$ cat config.mk
export PLATFORM = sky130hd
export DESIGN_NAME = uart_firmware_update_receiver
export DESIGN_NICKNAME = d
export VERILOG_FILES = /design/src/rtl/core/ufur_pkg.sv /design/src/rtl/core/ufur_front.sv /design/src/rtl/core/ufur_back.sv /design/src/rtl/core/uart_firmware_update_receiver.sv
export SDC_FILE = /design/constraint.sdc
export NUM_CORES = 2
export LEC_CHECK = 0
export BUFFER_PORTS_ARGS = -buffer_cell sky130_fd_sc_hd__buf_4
export CAP_MARGIN = 25
export CELL_PAD_IN_SITES_DETAIL_PLACEMENT = 0
export CELL_PAD_IN_SITES_GLOBAL_PLACEMENT = 1
export CORE_UTILIZATION = 50
export DETAILED_ROUTE_END_ITERATION = 10
export PLACE_DENSITY = 0.83
export RECOVER_POWER = 50
export SLEW_MARGIN = 20
export SYNTH_ARGS = -nofsm -noshare
export SYNTH_HDL_FRONTEND = slang
export SYNTH_SLANG_ARGS = --single-unit
$ cat constraint.sdc
create_clock -name clk -period 9 [get_ports clk]
set_input_delay 1.35 -clock clk [delete_from_list [all_inputs] [get_ports clk]]
set_output_delay 1.35 -clock clk [all_outputs]
set_load 0.01 [all_outputs]
$ cat src/rtl/core/ufur_pkg.sv
package ufur_pkg;

    typedef struct packed {
        logic [1:0] func;
        logic [7:0] rx_byte;
        logic       flash_ok;
    } in_item_t;

    typedef struct packed {
        logic [2:0]  kind;
        logic [7:0]  byte_value;
        logic [31:0] offset;
        logic [31:0] image_size;
        logic [31:0] image_crc;
        logic        last;
    } out_item_t;

    typedef enum logic [2:0] {
        PH_HUNT,
        PH_HEADER,
        PH_ERASE,
        PH_PAYLOAD,
        PH_PKTCRC,
        PH_PROGRAM,
        PH_END
    } phase_t;

    typedef enum logic [1:0] {
        BS_IDLE,
        BS_PROG,
        BS_TAIL
    } back_state_t;

    localparam logic [1:0] FUNC_BYTE     = 2'd0;
    localparam logic [1:0] FUNC_TICK     = 2'd1;
    localparam logic [1:0] FUNC_FLASH    = 2'd2;
    localparam logic [1:0] FUNC_RESERVED = 2'd3;

    localparam logic [2:0] K_SEND  = 3'd0;
    localparam logic [2:0] K_ERASE = 3'd1;
    localparam logic [2:0] K_PROG  = 3'd2;
    localparam logic [2:0] K_NOUPD = 3'd3;
    localparam logic [2:0] K_DONE  = 3'd4;
    localparam logic [2:0] K_FAIL  = 3'd5;

    localparam logic [2:0] REG_MAGIC_WORD    = 3'd0;
    localparam logic [2:0] REG_MAGIC_LENGTH  = 3'd1;
    localparam logic [2:0] REG_WINDOW_MS     = 3'd2;
    localparam logic [2:0] REG_SLOT_CAPACITY = 3'd3;
    localparam logic [2:0] REG_MAX_RETRIES   = 3'd4;
    localparam logic [2:0] REG_ACK_CODE      = 3'd5;
    localparam logic [2:0] REG_NAK_CODE      = 3'd6;

    localparam logic [11:0] HEADER_TIMEOUT = 12'd3000;
    localparam logic [11:0] PACKET_TIMEOUT = 12'd2000;

    // Up to three immediate results plus a flag asking the back part to
    // stream the buffered packet before them.
    typedef struct packed {
        logic        prog;
        logic [1:0]  count;
        logic [2:0]  kind0;
        logic [7:0]  byte0;
        logic [2:0]  kind1;
        logic [7:0]  byte1;
        logic [2:0]  kind2;
        logic [31:0] size2;
        logic [31:0] crc2;
    } cmd_t;

    function automatic logic [31:0] crc_byte(input logic [31:0] crc, input logic [7:0] b);
        logic [31:0] c;
        c = crc ^ {24'd0, b};
        for (int i = 0; i < 8; i++) begin
            c = c[0] ? ((c >> 1) ^ 32'hEDB88320) : (c >> 1);
        end
        return c;
    endfunction

endpackage

$ cat src/rtl/core/ufur_front.sv
module ufur_front #(
    parameter int PAYLOAD_MAX = 32,
    parameter int PW = $clog2(PAYLOAD_MAX + 1),
    parameter int AW = $clog2(PAYLOAD_MAX)
) (
    input  logic                 clk,
    input  logic                 rst_n,
    input  logic                 push,
    output logic                 full,
    input  ufur_pkg::in_item_t   in_item,
    input  logic                 cfg_valid,
    input  logic [2:0]           cfg_index,
    input  logic [63:0]          cfg_data,
    output logic [7:0]           ack_code,
    output logic                 cmd_valid,
    input  logic                 cmd_ready,
    output ufur_pkg::cmd_t       cmd,
    output logic                 buf_we,
    output logic [AW-1:0]        buf_addr,
    output logic [7:0]           buf_data,
    output logic [PW-1:0]        pkt_len,
    output logic [31:0]          base_off
);
    logic [63:0] magic_word_reg;
    logic [3:0]  magic_length_reg;
    logic [31:0] window_ms_reg, slot_capacity_reg;
    logic [7:0]  max_retries_reg, ack_code_reg, nak_code_reg;

    ufur_pkg::phase_t phase_reg, phase_next;
    logic [3:0]  match_reg, match_next;
    logic [31:0] window_reg, window_next;
    logic [11:0] idle_reg, idle_next;
    logic [31:0] shift_reg, shift_next;
    logic [3:0]  fcount_reg, fcount_next;
    logic [31:0] length_reg, length_next, expect_reg, expect_next;
    logic [31:0] accepted_reg, accepted_next;
    logic [PW-1:0] plen_reg, plen_next, got_reg, got_next;
    logic [7:0]  attempt_reg, attempt_next;
    logic [31:0] pcrc_reg, pcrc_next, icrc_c_reg, icrc_c_next, icrc_t_reg, icrc_t_next;

    ufur_pkg::cmd_t c;
    logic take;

    assign full      = !cmd_ready;
    assign take      = push && cmd_ready;
    assign ack_code  = ack_code_reg;
    assign pkt_len   = plen_reg;
    assign base_off  = accepted_reg;
    assign cmd       = c;

    always_ff @(posedge clk or negedge rst_n)
    begin
        if (!rst_n)
        begin
            magic_word_reg    <= '0;
            magic_length_reg  <= 4'd8;
            window_ms_reg     <= 32'd5000;
            slot_capacity_reg <= 32'd131072;
            max_retries_reg   <= 8'd3;
            ack_code_reg      <= 8'd6;
            nak_code_reg      <= 8'd21;
        end
        else if (cfg_valid)
        begin
            case (cfg_index)
                ufur_pkg::REG_MAGIC_WORD:    magic_word_reg    <= cfg_data;
                ufur_pkg::REG_MAGIC_LENGTH:  magic_length_reg  <= cfg_data[3:0];
                ufur_pkg::REG_WINDOW_MS:     window_ms_reg     <= cfg_data[31:0];
                ufur_pkg::REG_SLOT_CAPACITY: slot_capacity_reg <= cfg_data[31:0];
                ufur_pkg::REG_MAX_RETRIES:   max_retries_reg   <= cfg_data[7:0];
                ufur_pkg::REG_ACK_CODE:      ack_code_reg      <= cfg_data[7:0];
                ufur_pkg::REG_NAK_CODE:      nak_code_reg      <= cfg_data[7:0];
                default: ;
            endcase
        end
    end

    always_ff @(posedge clk or negedge rst_n)
    begin
        if (!rst_n)
        begin
            phase_reg    <= ufur_pkg::PH_HUNT;
            match_reg    <= '0;
            window_reg   <= '0;
            idle_reg     <= '0;
            shift_reg    <= '0;
            fcount_reg   <= '0;
            length_reg   <= '0;
            expect_reg   <= '0;
            accepted_reg <= '0;
            plen_reg     <= '0;
            got_reg      <= '0;
            attempt_reg  <= '0;
            pcrc_reg     <= '1;
            icrc_c_reg   <= '1;
            icrc_t_reg   <= '1;
        end
        else if (take)
        begin
            phase_reg    <= phase_next;
            match_reg    <= match_next;
            window_reg   <= window_next;
            idle_reg     <= idle_next;
            shift_reg    <= shift_next;
            fcount_reg   <= fcount_next;
            length_reg   <= length_next;
            expect_reg   <= expect_next;
            accepted_reg <= accepted_next;
            plen_reg     <= plen_next;
            got_reg      <= got_next;
            attempt_reg  <= attempt_next;
            pcrc_reg     <= pcrc_next;
            icrc_c_reg   <= icrc_c_next;
            icrc_t_reg   <= icrc_t_next;
        end
    end

    always_comb
    begin
        logic [3:0]  len;
        logic [7:0]  want;
        logic [7:0]  lim;
        logic [31:0] sh;
        logic [31:0] rem;
        logic [31:0] acc;
        logic [7:0]  att;
        logic        newpkt, newatt;
        logic [7:0]  b;

        phase_next    = phase_reg;
        match_next    = match_reg;
        window_next   = window_reg;
        idle_next     = idle_reg;
        shift_next    = shift_reg;
        fcount_next   = fcount_reg;
        length_next   = length_reg;
        expect_next   = expect_reg;
        accepted_next = accepted_reg;
        plen_next     = plen_reg;
        got_next      = got_reg;
        attempt_next  = attempt_reg;
        pcrc_next     = pcrc_reg;
        icrc_c_next   = icrc_c_reg;
        icrc_t_next   = icrc_t_reg;
        c             = '0;
        buf_we        = 1'b0;
        buf_addr      = got_reg[AW-1:0];
        b             = in_item.rx_byte;
        buf_data      = b;
        newpkt        = 1'b0;
        newatt        = 1'b0;
        rem           = '0;
        len  = (magic_length_reg == 4'd0) ? 4'd1 :
               ((magic_length_reg > 4'd8) ? 4'd8 : magic_length_reg);
        want = magic_word_reg[{match_reg[2:0], 3'b000} +: 8];
        lim  = (max_retries_reg == 8'd0) ? 8'd1 : max_retries_reg;
        sh   = {b, shift_reg[31:8]};
        att  = attempt_reg + 8'd1;
        acc  = accepted_reg;

        case (phase_reg)
            ufur_pkg::PH_HUNT:
            begin
                if (in_item.func == ufur_pkg::FUNC_TICK)
                begin
                    if (window_reg != '1)
                        window_next = window_reg + 32'd1;
                    if (window_next >= window_ms_reg)
                    begin
                        phase_next = ufur_pkg::PH_END;
                        c.count = 2'd1;
                        c.kind0 = ufur_pkg::K_NOUPD;
                    end
                end
                else if (in_item.func == ufur_pkg::FUNC_BYTE)
                begin
                    if (window_reg >= window_ms_reg)
                    begin
                        phase_next = ufur_pkg::PH_END;
                        c.count = 2'd1;
                        c.kind0 = ufur_pkg::K_NOUPD;
                    end
                    else if (b == want)
                    begin
                        match_next = match_reg + 4'd1;
                        if (match_next >= len)
                        begin
                            c.count = 2'd1;
                            c.kind0 = ufur_pkg::K_SEND;
                            c.byte0 = ack_code_reg;
                            phase_next  = ufur_pkg::PH_HEADER;
                            shift_next  = '0;
                            fcount_next = '0;
                            idle_next   = '0;
                        end
                    end
                    else
                    begin
                        match_next = (b == magic_word_reg[7:0]) ? 4'd1 : 4'd0;
                    end
                end
            end
            ufur_pkg::PH_HEADER:
            begin
                if (in_item.func == ufur_pkg::FUNC_TICK)
                begin
                    if (idle_reg != '1)
                        idle_next = idle_reg + 12'd1;
                    if (idle_next >= ufur_pkg::HEADER_TIMEOUT)
                    begin
                        phase_next = ufur_pkg::PH_END;
                        c.count = 2'd2;
                        c.kind0 = ufur_pkg::K_SEND;
                        c.byte0 = nak_code_reg;
                        c.kind1 = ufur_pkg::K_FAIL;
                    end
                end
                else if (in_item.func == ufur_pkg::FUNC_BYTE)
                begin
                    shift_next  = sh;
                    fcount_next = fcount_reg + 4'd1;
                    idle_next   = '0;
                    if (fcount_next == 4'd4)
                        length_next = sh;
                    else if (fcount_next == 4'd8)
                        expect_next = sh;
                    else if (fcount_next >= 4'd12)
                    begin
                        fcount_next = '0;
                        c.count = 2'd2;
                        if (length_reg == '0 || length_reg > slot_capacity_reg)
                        begin
                            phase_next = ufur_pkg::PH_END;
                            c.kind0 = ufur_pkg::K_SEND;
                            c.byte0 = nak_code_reg;
                            c.kind1 = ufur_pkg::K_FAIL;
                        end
                        else
                        begin
                            phase_next = ufur_pkg::PH_ERASE;
                            c.kind0 = ufur_pkg::K_SEND;
                            c.byte0 = ack_code_reg;
                            c.kind1 = ufur_pkg::K_ERASE;
                        end
                    end
                end
            end
            ufur_pkg::PH_ERASE:
            begin
                if (in_item.func == ufur_pkg::FUNC_FLASH)
                begin
                    if (!in_item.flash_ok)
                    begin
                        phase_next = ufur_pkg::PH_END;
                        c.count = 2'd2;
                        c.kind0 = ufur_pkg::K_SEND;
                        c.byte0 = nak_code_reg;
                        c.kind1 = ufur_pkg::K_FAIL;
                    end
                    else
                    begin
                        accepted_next = '0;
                        acc           = '0;
                        icrc_c_next   = '1;
                        newpkt        = 1'b1;
                    end
                end
            end
            ufur_pkg::PH_PAYLOAD, ufur_pkg::PH_PKTCRC:
            begin
                if (in_item.func == ufur_pkg::FUNC_TICK)
                begin
                    if (idle_reg != '1)
                        idle_next = idle_reg + 12'd1;
                    if (idle_next >= ufur_pkg::PACKET_TIMEOUT)
                    begin
                        attempt_next = att;
                        c.kind0 = ufur_pkg::K_SEND;
                        c.byte0 = nak_code_reg;
                        if (att >= lim)
                        begin
                            phase_next = ufur_pkg::PH_END;
                            c.count = 2'd2;
                            c.kind1 = ufur_pkg::K_FAIL;
                        end
                        else
                        begin
                            c.count = 2'd1;
                            newatt  = 1'b1;
                        end
                    end
                end
                else if (in_item.func == ufur_pkg::FUNC_BYTE &&
                         phase_reg == ufur_pkg::PH_PAYLOAD)
                begin
                    idle_next = '0;
                    if (got_reg < plen_reg)
                    begin
                        buf_we      = 1'b1;
                        pcrc_next   = ufur_pkg::crc_byte(pcrc_reg, b);
                        icrc_t_next = ufur_pkg::crc_byte(icrc_t_reg, b);
                        got_next    = got_reg + 1'b1;
                    end
                    if (got_next >= plen_reg)
                    begin
                        phase_next  = ufur_pkg::PH_PKTCRC;
                        shift_next  = '0;
                        fcount_next = '0;
                    end
                end
                else if (in_item.func == ufur_pkg::FUNC_BYTE)
                begin
                    shift_next  = sh;
                    fcount_next = fcount_reg + 4'd1;
                    idle_next   = '0;
                    if (fcount_next >= 4'd4)
                    begin
                        fcount_next = '0;
                        if (~pcrc_reg == sh)
                        begin
                            phase_next = ufur_pkg::PH_PROGRAM;
                            c.prog = 1'b1;
                        end
                        else
                        begin
                            attempt_next = att;
                            c.kind0 = ufur_pkg::K_SEND;
                            c.byte0 = nak_code_reg;
                            if (att >= lim)
                            begin
                                phase_next = ufur_pkg::PH_END;
                                c.count = 2'd2;
                                c.kind1 = ufur_pkg::K_FAIL;
                            end
                            else
                            begin
                                c.count = 2'd1;
                                newatt  = 1'b1;
                            end
                        end
                    end
                end
            end
            ufur_pkg::PH_PROGRAM:
            begin
                if (in_item.func == ufur_pkg::FUNC_FLASH)
                begin
                    if (!in_item.flash_ok)
                    begin
                        phase_next = ufur_pkg::PH_END;
                        c.count = 2'd2;
                        c.kind0 = ufur_pkg::K_SEND;
                        c.byte0 = nak_code_reg;
                        c.kind1 = ufur_pkg::K_FAIL;
                    end
                    else
                    begin
                        icrc_c_next   = icrc_t_reg;
                        acc           = accepted_reg + 32'(plen_reg);
                        accepted_next = acc;
                        c.kind0 = ufur_pkg::K_SEND;
                        c.byte0 = ack_code_reg;
                        if (acc >= length_reg)
                        begin
                            phase_next = ufur_pkg::PH_END;
                            c.count = 2'd3;
                            c.kind1 = ufur_pkg::K_SEND;
                            if (~icrc_t_reg != expect_reg)
                            begin
                                c.byte1 = nak_code_reg;
                                c.kind2 = ufur_pkg::K_FAIL;
                            end
                            else
                            begin
                                c.byte1 = ack_code_reg;
                                c.kind2 = ufur_pkg::K_DONE;
                                c.size2 = length_reg;
                                c.crc2  = ~icrc_t_reg;
                            end
                        end
                        else
                        begin
                            c.count = 2'd1;
                            newpkt  = 1'b1;
                        end
                    end
                end
            end
            default: ;
        endcase

        if (newpkt)
        begin
            rem = length_reg - acc;
            plen_next = (rem > 32'(PAYLOAD_MAX)) ? PW'(PAYLOAD_MAX) : rem[PW-1:0];
            attempt_next = '0;
            newatt = 1'b1;
        end
        if (newatt)
        begin
            got_next    = '0;
            idle_next   = '0;
            pcrc_next   = '1;
            icrc_t_next = (phase_reg == ufur_pkg::PH_PROGRAM) ? icrc_t_reg :
                          icrc_c_next;
            shift_next  = '0;
            fcount_next = '0;
            phase_next  = ufur_pkg::PH_PAYLOAD;
        end
        buf_we    = buf_we && take;
        cmd_valid = take && (c.prog || c.count != 2'd0);
    end

    assert property (@(posedge clk) disable iff (!rst_n)
        got_reg <= plen_reg) else $error("packet count beyond length");
    assert property (@(posedge clk) disable iff (!rst_n)
        plen_reg <= PW'(PAYLOAD_MAX)) else $error("packet length too large");
    assert property (@(posedge clk) disable iff (!rst_n)
        cmd_valid |-> cmd_ready) else $error("command issued while queue full");
endmodule

$ cat src/rtl/core/ufur_back.sv
module ufur_back #(
    parameter int PAYLOAD_MAX = 32,
    parameter int PW = $clog2(PAYLOAD_MAX + 1),
    parameter int AW = $clog2(PAYLOAD_MAX)
) (
    input  logic                 clk,
    input  logic                 rst_n,
    input  logic                 cmd_valid,
    output logic                 cmd_ready,
    input  ufur_pkg::cmd_t       cmd,
    input  logic                 buf_we,
    input  logic [AW-1:0]        buf_addr,
    input  logic [7:0]           buf_data,
    input  logic [PW-1:0]        pkt_len,
    input  logic [31:0]          base_off,
    output logic                 empty,
    input  logic                 pop,
    output ufur_pkg::out_item_t  result
);
    logic [7:0] mem [PAYLOAD_MAX];
    logic [7:0] rd_reg;

    ufur_pkg::back_state_t st_reg, st_next;
    ufur_pkg::cmd_t cmd_reg;
    logic [PW-1:0] idx_reg, idx_next;
    logic [1:0]    tail_reg, tail_next;
    logic          ov_reg;
    ufur_pkg::out_item_t ob_reg, item;
    logic          emit, adv, slot_free;

    // The read port is addressed one byte ahead so rd_reg holds byte idx.
    logic [PW-1:0] rd_addr;

    always_ff @(posedge clk)
    begin
        if (buf_we)
            mem[buf_addr] <= buf_data;
        rd_reg <= mem[rd_addr[AW-1:0]];
    end

    assign slot_free = !ov_reg || pop;
    assign cmd_ready = (st_reg == ufur_pkg::BS_IDLE);
    assign empty     = !ov_reg;
    assign result    = ob_reg;

    always_ff @(posedge clk or negedge rst_n)
    begin
        if (!rst_n)
        begin
            st_reg   <= ufur_pkg::BS_IDLE;
            idx_reg  <= '0;
            tail_reg <= '0;
            ov_reg   <= 1'b0;
        end
        else
        begin
            st_reg   <= st_next;
            idx_reg  <= idx_next;
            tail_reg <= tail_next;
            if (emit)
                ov_reg <= 1'b1;
            else if (pop)
                ov_reg <= 1'b0;
        end
    end

    always_ff @(posedge clk)
    begin
        if (cmd_valid)
            cmd_reg <= cmd;
        if (emit)
            ob_reg <= item;
    end

    always_comb
    begin
        st_next   = st_reg;
        idx_next  = idx_reg;
        tail_next = tail_reg;
        rd_addr   = idx_reg;
        case (st_reg)
            ufur_pkg::BS_IDLE:
            begin
                idx_next  = '0;
                tail_next = '0;
                rd_addr   = '0;
                if (cmd_valid)
                    st_next = cmd.prog ? ufur_pkg::BS_PROG : ufur_pkg::BS_TAIL;
            end
            ufur_pkg::BS_PROG:
            begin
                if (adv)
                begin
                    idx_next = idx_reg + 1'b1;
                    rd_addr  = idx_next;
                    if (idx_next >= pkt_len)
                        st_next = (cmd_reg.count == 2'd0) ? ufur_pkg::BS_IDLE :
                                  ufur_pkg::BS_TAIL;
                end
            end
            ufur_pkg::BS_TAIL:
            begin
                if (adv)
                begin
                    tail_next = tail_reg + 2'd1;
                    if (tail_next >= cmd_reg.count)
                        st_next = ufur_pkg::BS_IDLE;
                end
            end
            default: st_next = ufur_pkg::BS_IDLE;
        endcase
    end

    always_comb
    begin
        item = '0;
        adv  = 1'b0;
        case (st_reg)
            ufur_pkg::BS_PROG:
            begin
                adv = slot_free;
                item.kind       = ufur_pkg::K_PROG;
                item.byte_value = rd_reg;
                item.offset     = base_off + 32'(idx_reg);
                item.last       = (idx_reg + 1'b1 >= pkt_len) && (cmd_reg.count == 2'd0);
            end
            ufur_pkg::BS_TAIL:
            begin
                adv = slot_free;
                case (tail_reg)
                    2'd0:
                    begin
                        item.kind       = cmd_reg.kind0;
                        item.byte_value = cmd_reg.byte0;
                    end
                    2'd1:
                    begin
                        item.kind       = cmd_reg.kind1;
                        item.byte_value = cmd_reg.byte1;
                    end
                    default:
                    begin
                        item.kind       = cmd_reg.kind2;
                        item.image_size = cmd_reg.size2;
                        item.image_crc  = cmd_reg.crc2;
                    end
                endcase
                item.last = (tail_reg + 2'd1 >= cmd_reg.count);
            end
            default: ;
        endcase
        emit = adv;
    end

    assert property (@(posedge clk) disable iff (!rst_n)
        (ov_reg && !pop) |=> $stable(ob_reg)) else $error("held result changed");
    assert property (@(posedge clk) disable iff (!rst_n)
        (st_reg == ufur_pkg::BS_PROG) |-> idx_reg < pkt_len) else $error("program index overrun");
    assert property (@(posedge clk) disable iff (!rst_n)
        (st_reg == ufur_pkg::BS_TAIL) |-> cmd_reg.count != 2'd0) else $error("empty tail");
endmodule

$ cat src/rtl/core/uart_firmware_update_receiver.sv
// Results: an item's results pass through the command register and back-part state,
// then the output register, before the result ports; a verified packet streams one
// program byte per cycle while the held result is popped or the output is empty.
// Flow control: an item with no results leaves full low; an item with results holds
// full high until all of them are emitted, which waits while a held result is not popped.
// Reset (rst_n, asynchronous, active low) restores register defaults and the
// magic-hunting phase; the packet buffer is not cleared.
module uart_firmware_update_receiver #(
    parameter int PAYLOAD_MAX = 32
) (
    input  logic                 clk,
    input  logic                 rst_n,
    input  logic                 push,
    output logic                 full,
    input  ufur_pkg::in_item_t   in_item,
    input  logic                 cfg_valid,
    output logic                 cfg_ready,
    input  logic [2:0]           cfg_index,
    input  logic [63:0]          cfg_data,
    output logic                 empty,
    input  logic                 pop,
    output ufur_pkg::out_item_t  result
);
    localparam int PW = $clog2(PAYLOAD_MAX + 1);
    localparam int AW = $clog2(PAYLOAD_MAX);

    logic cmd_valid, cmd_ready, buf_we;
    ufur_pkg::cmd_t cmd;
    logic [AW-1:0] buf_addr;
    logic [7:0] buf_data, ack_code;
    logic [PW-1:0] pkt_len;
    logic [31:0] base_off;

    assign cfg_ready = 1'b1;

    ufur_front #(.PAYLOAD_MAX(PAYLOAD_MAX), .PW(PW), .AW(AW)) u_front (
        .clk, .rst_n, .push, .full, .in_item,
        .cfg_valid, .cfg_index, .cfg_data, .ack_code,
        .cmd_valid, .cmd_ready, .cmd,
        .buf_we, .buf_addr, .buf_data, .pkt_len, .base_off
    );

    ufur_back #(.PAYLOAD_MAX(PAYLOAD_MAX), .PW(PW), .AW(AW)) u_back (
        .clk, .rst_n, .cmd_valid, .cmd_ready, .cmd,
        .buf_we, .buf_addr, .buf_data, .pkt_len, .base_off,
        .empty, .pop, .result
    );

    assert property (@(posedge clk) disable iff (!rst_n)
        (push && !full) |-> cmd_ready) else $error("item taken while back part busy");
    assert property (@(posedge clk) disable iff (!rst_n)
        (ack_code == ack_code) || cfg_valid) else $error("ack code unknown");
endmodule

* Word level (Yosys, flattened, before mapping)
Memories as Yosys holds them, arrays and structs flattened. A register that Yosys moved wholly into a read port is not among the register bits.
Cells that the tools add are included.
** Cells by class
- $mul :: 0
- $add $sub $neg :: 11
- Bitwise logic cells :: 28
- Divide/modulo/power cells :: 0
- Reduce and logical (&&, ||, !) cells :: 59
- Equal/unequal tests :: 61
- Magnitude comparators :: 16
- Shifts and indexed selects :: 1
- Mux-type cells :: 211
** Operator list (number)
- $mux W32 :: 49
- $not A13 Y14 :: 16
- $mux W16 :: 12
- $mux W12 :: 15
- $mux W75 :: 2
- $pmux W32 S2 :: 2
- $ge A32 B32 Y1 :: 3
- $pmux W32 S3 :: 1
- $mux W91 :: 1
- $mux W8 :: 11
- $mux W3 :: 28
- $mux W4 :: 20
- $pmux W13 S5 :: 1
- $add A32 B6 Y32 :: 2
- $mux W64 :: 1
- $not A32 Y32 :: 2
- $shiftx A64 B7 Y8 :: 1
- $xor A32 B8 Y32 :: 2
- $mux W6 :: 10
- $mux W17 :: 3
- $pmux W12 S3 :: 1
- $add A32 B1 Y32 const B :: 1
- $eq A32 B32 Y1 :: 1
- $gt A32 B32 Y1 :: 1
- other kinds (79) :: 201
** Storage, ports and cells
- Memories kept :: 1
- Register bits :: 665
- ROM bits :: 0
- Bits in writable memories :: 256
- Bits in latches :: 0
- Bits of input ports :: 83
- Word-level logic and storage cells :: 429
** Memories
- u_back.mem :: depth 32, width 8, rd ports 1, clocked after Yosys merged registers in 1, wr ports 1, line ufur_back.sv:20 : logic [7:0] mem [PAYLOAD_MAX];

* Depth between registers and ports, before layout
- Depth after elaboration :: 22
- Gate-level depth with buffers :: 27
- Gate-level depth less buffers :: 25

* Cells and area by module
Synthesis repeated with hierarchy kept, for this count alone.
** Second synthesis, totals
- Cells, all modules :: 4327
- Area total of the unflattened synthesis :: 47992.3 sq um
** By module, submodules not included
- ufur_front :: instances 1, area an instance 29274.3 sq um, sequential area each 11323.4 sq um, cells an instance 3018
- ufur_back :: instances 1, area an instance 18706.7 sq um, sequential area each 14098.5 sq um, cells an instance 1307
- uart_firmware_update_receiver :: instances 1, area an instance 11.3 sq um, sequential area each 0.0 sq um, cells an instance 2

* Worst setup path after synthesis
OpenSTA, ideal clock, no wires.
- Path type :: reg-to-reg
- Start :: register u_front.plen_reg[0], in the netlist u_front.pkt_len[0]
- End :: register u_back.cmd_reg[0] (netlist name), enable pin
- Clock period less this slack :: 6.774 ns
- Data arrival time :: 6.319 ns
- Buffers on the path :: 1
- Path slack :: 2.226 ns
- Stages on the path, launching flop included :: 24
- Cell sequence :: dfrtp_1 -> ha_1 -> inv_1 -> fa_1 -> nor2b_1 -> o21ai_0 -> a21boi_0 -> o21ai_0 -> nand2b_1 -> clkbuf_1 -> nand3_1 -> nor3b_1 -> nand4_1 -> xnor2_1 -> ha_1 -> nand4_1 -> or3_1 -> a211oi_1 -> nor2_1 -> o21ai_0 -> nand2_1 -> nand3_1 -> or4b_2 -> and2_1
** RTL lines
- start, declared :: line ufur_front.sv:37 : logic [PW-1:0] plen_reg, plen_next, got_reg, got_next;
- start signal, assigned :: line ufur_front.sv:109 : plen_reg <= plen_next;
- end signal, assigned :: line ufur_back.sv:70 : cmd_reg <= cmd;
- end, declared :: line ufur_back.sv:24 : ufur_pkg::cmd_t cmd_reg;

==> impl_metrics.env <==
export IMPL_rsz0062_at_grt="no"
export IMPL_violations="capacitance limit, slew limit"
export IMPL_worstHoldPathType="reg2reg"
export IMPL_worstPathArrival_ps=7540
export IMPL_gp_congestion=0.9839
export IMPL_p_leak_nw=22.39
export IMPL_start_util=0.5074
export IMPL_drv_slew=848
export IMPL_drtIter0Drc=3298
export IMPL_tns_ps=0
export IMPL_core_mm2=0.09558
export IMPL_seq_area_frac_synth=0.5217
export IMPL_internal_power_mw=9.553
export IMPL_worst_pin_slew_ps=5810
export IMPL_netlist_instances=4489
export IMPL_largest_reg_flops=256
export IMPL_root_buffer="clkbuf_16"
export IMPL_vias=34900
export IMPL_fmaxAchievable_mhz=139.0
export IMPL_clock_power_share=0.289
export IMPL_cts_resized_gates=0
export IMPL_synth_ff_type="edfxtp_1"
export IMPL_syn_area_mm2=0.04850
export IMPL_final_util=0.5671
export IMPL_layout_commonest_cell="nand2_1"
export IMPL_grt_pass1_vias=33850
export IMPL_gr_total_overflow=0
export IMPL_ant_nets=0
export IMPL_grtUsageTotal=0.2789
export IMPL_powerDensity_mw_per_mm2=263.3
export IMPL_finalNetCount=4900
export IMPL_antenna_found_initial=9
export IMPL_htree_levels=3
export IMPL_regArea_mm2=0.02530
export IMPL_status="finished, violations left"
export IMPL_switching_power_mw=4.721
export IMPL_final_cell_mix="580 x nand2_1, 451 x edfxtp_1, 348 x dfrtp_1, 318 x nor2_1, 253 x xnor2_1"
export IMPL_grt_first_pass_wirelength_um=209400
export IMPL_clk_pin_slew_ps=60
export IMPL_cts_buffers=96
export IMPL_portBuffers=192
export IMPL_hold_viol_final=0
export IMPL_multi_input_area_mm2=0.02158
export IMPL_fill_cells=8160
export IMPL_avgSynthCellArea_um2=10.80
export IMPL_synth_edff_count=451
export IMPL_path_max_fanout=57
export IMPL_clock_latency_ps=710
export IMPL_setup_viol=0
export IMPL_vias_per_cell=5.867
export IMPL_start_kind="flip-flop"
export IMPL_die_w_um=313.4
export IMPL_period_needed_ps=7193
export IMPL_endpoint_kind="flip-flop"
export IMPL_synth_cell_types=103
export IMPL_finalWorstSetupSlack_ps=1807
export IMPL_ios=194
export IMPL_async_flop_share=0.4995
export IMPL_hold_slack_ps=480.2
export IMPL_netSwitchingFraction=0.3307
export IMPL_hpwl_um=96690
export IMPL_fin_crit_sh=0.7993
export IMPL_routed_wl_um=136900
export IMPL_cts_post_setup_buffers_inserted=0
export IMPL_die_area_mm2=0.09825
export IMPL_cp_data_required_time_ps=9350
export IMPL_ys_ff_latch=917
export IMPL_grt_max_degree=127
export IMPL_cts_buffer_depth=3
export IMPL_ir_worst_vdd_mv=0.1742
export IMPL_areaGrowthSynthToFinish_pct=11.76
export IMPL_dp_slack_ps=1939
export IMPL_fin_worst_skew_ps=53.74
export IMPL_drive_above_1_share=0.1590
export IMPL_slew_headroom=-2.873
export IMPL_cts_hold_buf=0
export IMPL_ys_warn_count=0
export IMPL_critPathKind="reg2reg"
export IMPL_die_y_um=313.4
export IMPL_comb_power_share=0.294
export IMPL_rows=113
export IMPL_wl_per_cell_um=23.02
export IMPL_power_frac_seq=0.418
export IMPL_synthesis_nets=4791
export IMPL_cts_sinks=917
export IMPL_maxCapViolCount=21
export IMPL_dr_pass1_iters=5
export IMPL_cts_tree="built"
export IMPL_drc_errors=0
## area by class of cell
class	instances	share of cell area
multi-input combinational	3158	0.3981
inverter	171	0.01189
timing repair buffer	254	0.03347
tap	1265	0.02920
sequential	917	0.4668
antenna	3	0.0001385
clock inverter	37	0.01002
clock buffer	143	0.05039
## final timing paths
path                                                    start                                     end  slack [ps]  cells past startpoint
max                            u_front.pkt_len[0]$_DFFE_PN0P_        u_back.cmd_reg[11]$_SDFFCE_PP0P_        1810                     24
min                        u_front.icrc_c_reg[30]$_DFFE_PN1P_      u_front.icrc_c_reg[30]$_DFFE_PN1P_         480                      2
max reg2reg                    u_front.pkt_len[0]$_DFFE_PN0P_        u_back.cmd_reg[11]$_SDFFCE_PP0P_        1810                     24
min reg2reg                u_front.icrc_c_reg[30]$_DFFE_PN1P_      u_front.icrc_c_reg[30]$_DFFE_PN1P_         480                      2
max in group asynchronous                               rst_n      u_front.expect_reg[11]$_DFFE_PN0P_        2420                      2
min in group asynchronous                               rst_n  u_front.magic_word_reg[32]$_DFFE_PN0P_        2790                      1
## through the flow
stage                     std cells  total power [mW]  cell area, um^2
after floorplan                4489             8.757            48500
after global placement         5763             10.12            51060
after detailed placement       5764             10.19            51070
after CTS                      5944             14.33            54340
after global routing           5947             15.00            54200
final                          5948             14.27            54200
## critical path, stage by stage, from the launching register on
cell,delay (ps)
dfrtp_1,450
ha_1,230
inv_1,60
fa_1,410
nor2b_1,120
o21ai_0,110
a21boi_0,280
o21ai_0,120
nand2b_1,260
nand3_1,290
nor3b_1,720
nand4_1,270
xnor2_1,310
ha_1,280
nand4_1,130
inv_1,60
a221oi_1,370
o22ai_1,150
nor2_1,360
o21ai_0,170
nand2_1,100
nand3_1,110
or4b_2,700
and2_4,320
buf_4,380
## cells by family after synthesis
family / count (synthesis) / share of synthesized area
other cells: 1 / 0.00007732
simple gates: 1540 / 0.1506
compound gates: 744 / 0.1009
fa+ha+maj: 220 / 0.05717
mux: 282 / 0.06806
flops: 917 / 0.5217
xor+xnor: 371 / 0.06700
buf+inv: 414 / 0.03452
## cells in the mapped netlist, drive strengths merged, types with 30 or more instances
master,number,area (um^2)
edfxtp,451,13540
a311oi,59,516.8
a21oi,141,724.4
dfstp,110,2890
xor2,118,1033
and2,42,265.3
and3,124,775.7
nor4,51,346.6
mux2i,50,500.5
ha,216,2703
nand2b,39,244.0
clkbuf,182,683.2
nand2,583,2191
a22oi,30,225.2
buf,61,349.1
nor3,57,300.3
mux2,216,2432
xnor2,253,2216
dfrtp,348,8708
a21o,47,352.8
nor2,321,1212
nor2b,35,219.0
nand3,147,745.7
inv,169,634.4
o21ai,246,1242
nand4,65,419.2
## power groups by stage
stage | logic, mW | registers [mW] | clock network [mW]
after global placement | 4.11 | 6.00 | 0
after global routing | 4.62 | 6.03 | 4.35
after detailed placement | 4.17 | 6.02 | 0
after floorplan | 2.90 | 5.86 | 0
after CTS | 4.20 | 5.94 | 4.18
final | 4.19 | 5.96 | 4.12
## metal layers
layer  share of wire  wire length [um]  global-route usage  vias up
met2            0.46             62680              0.4375     1148
met3           0.065              8932             0.03985      192
met5        0.000095                13                   0        -
met1            0.45             61710              0.4036    17270
met4           0.026              3561             0.07982        2
li1                -                 -                   -    16290
Power figures use the tool's default switching activity.
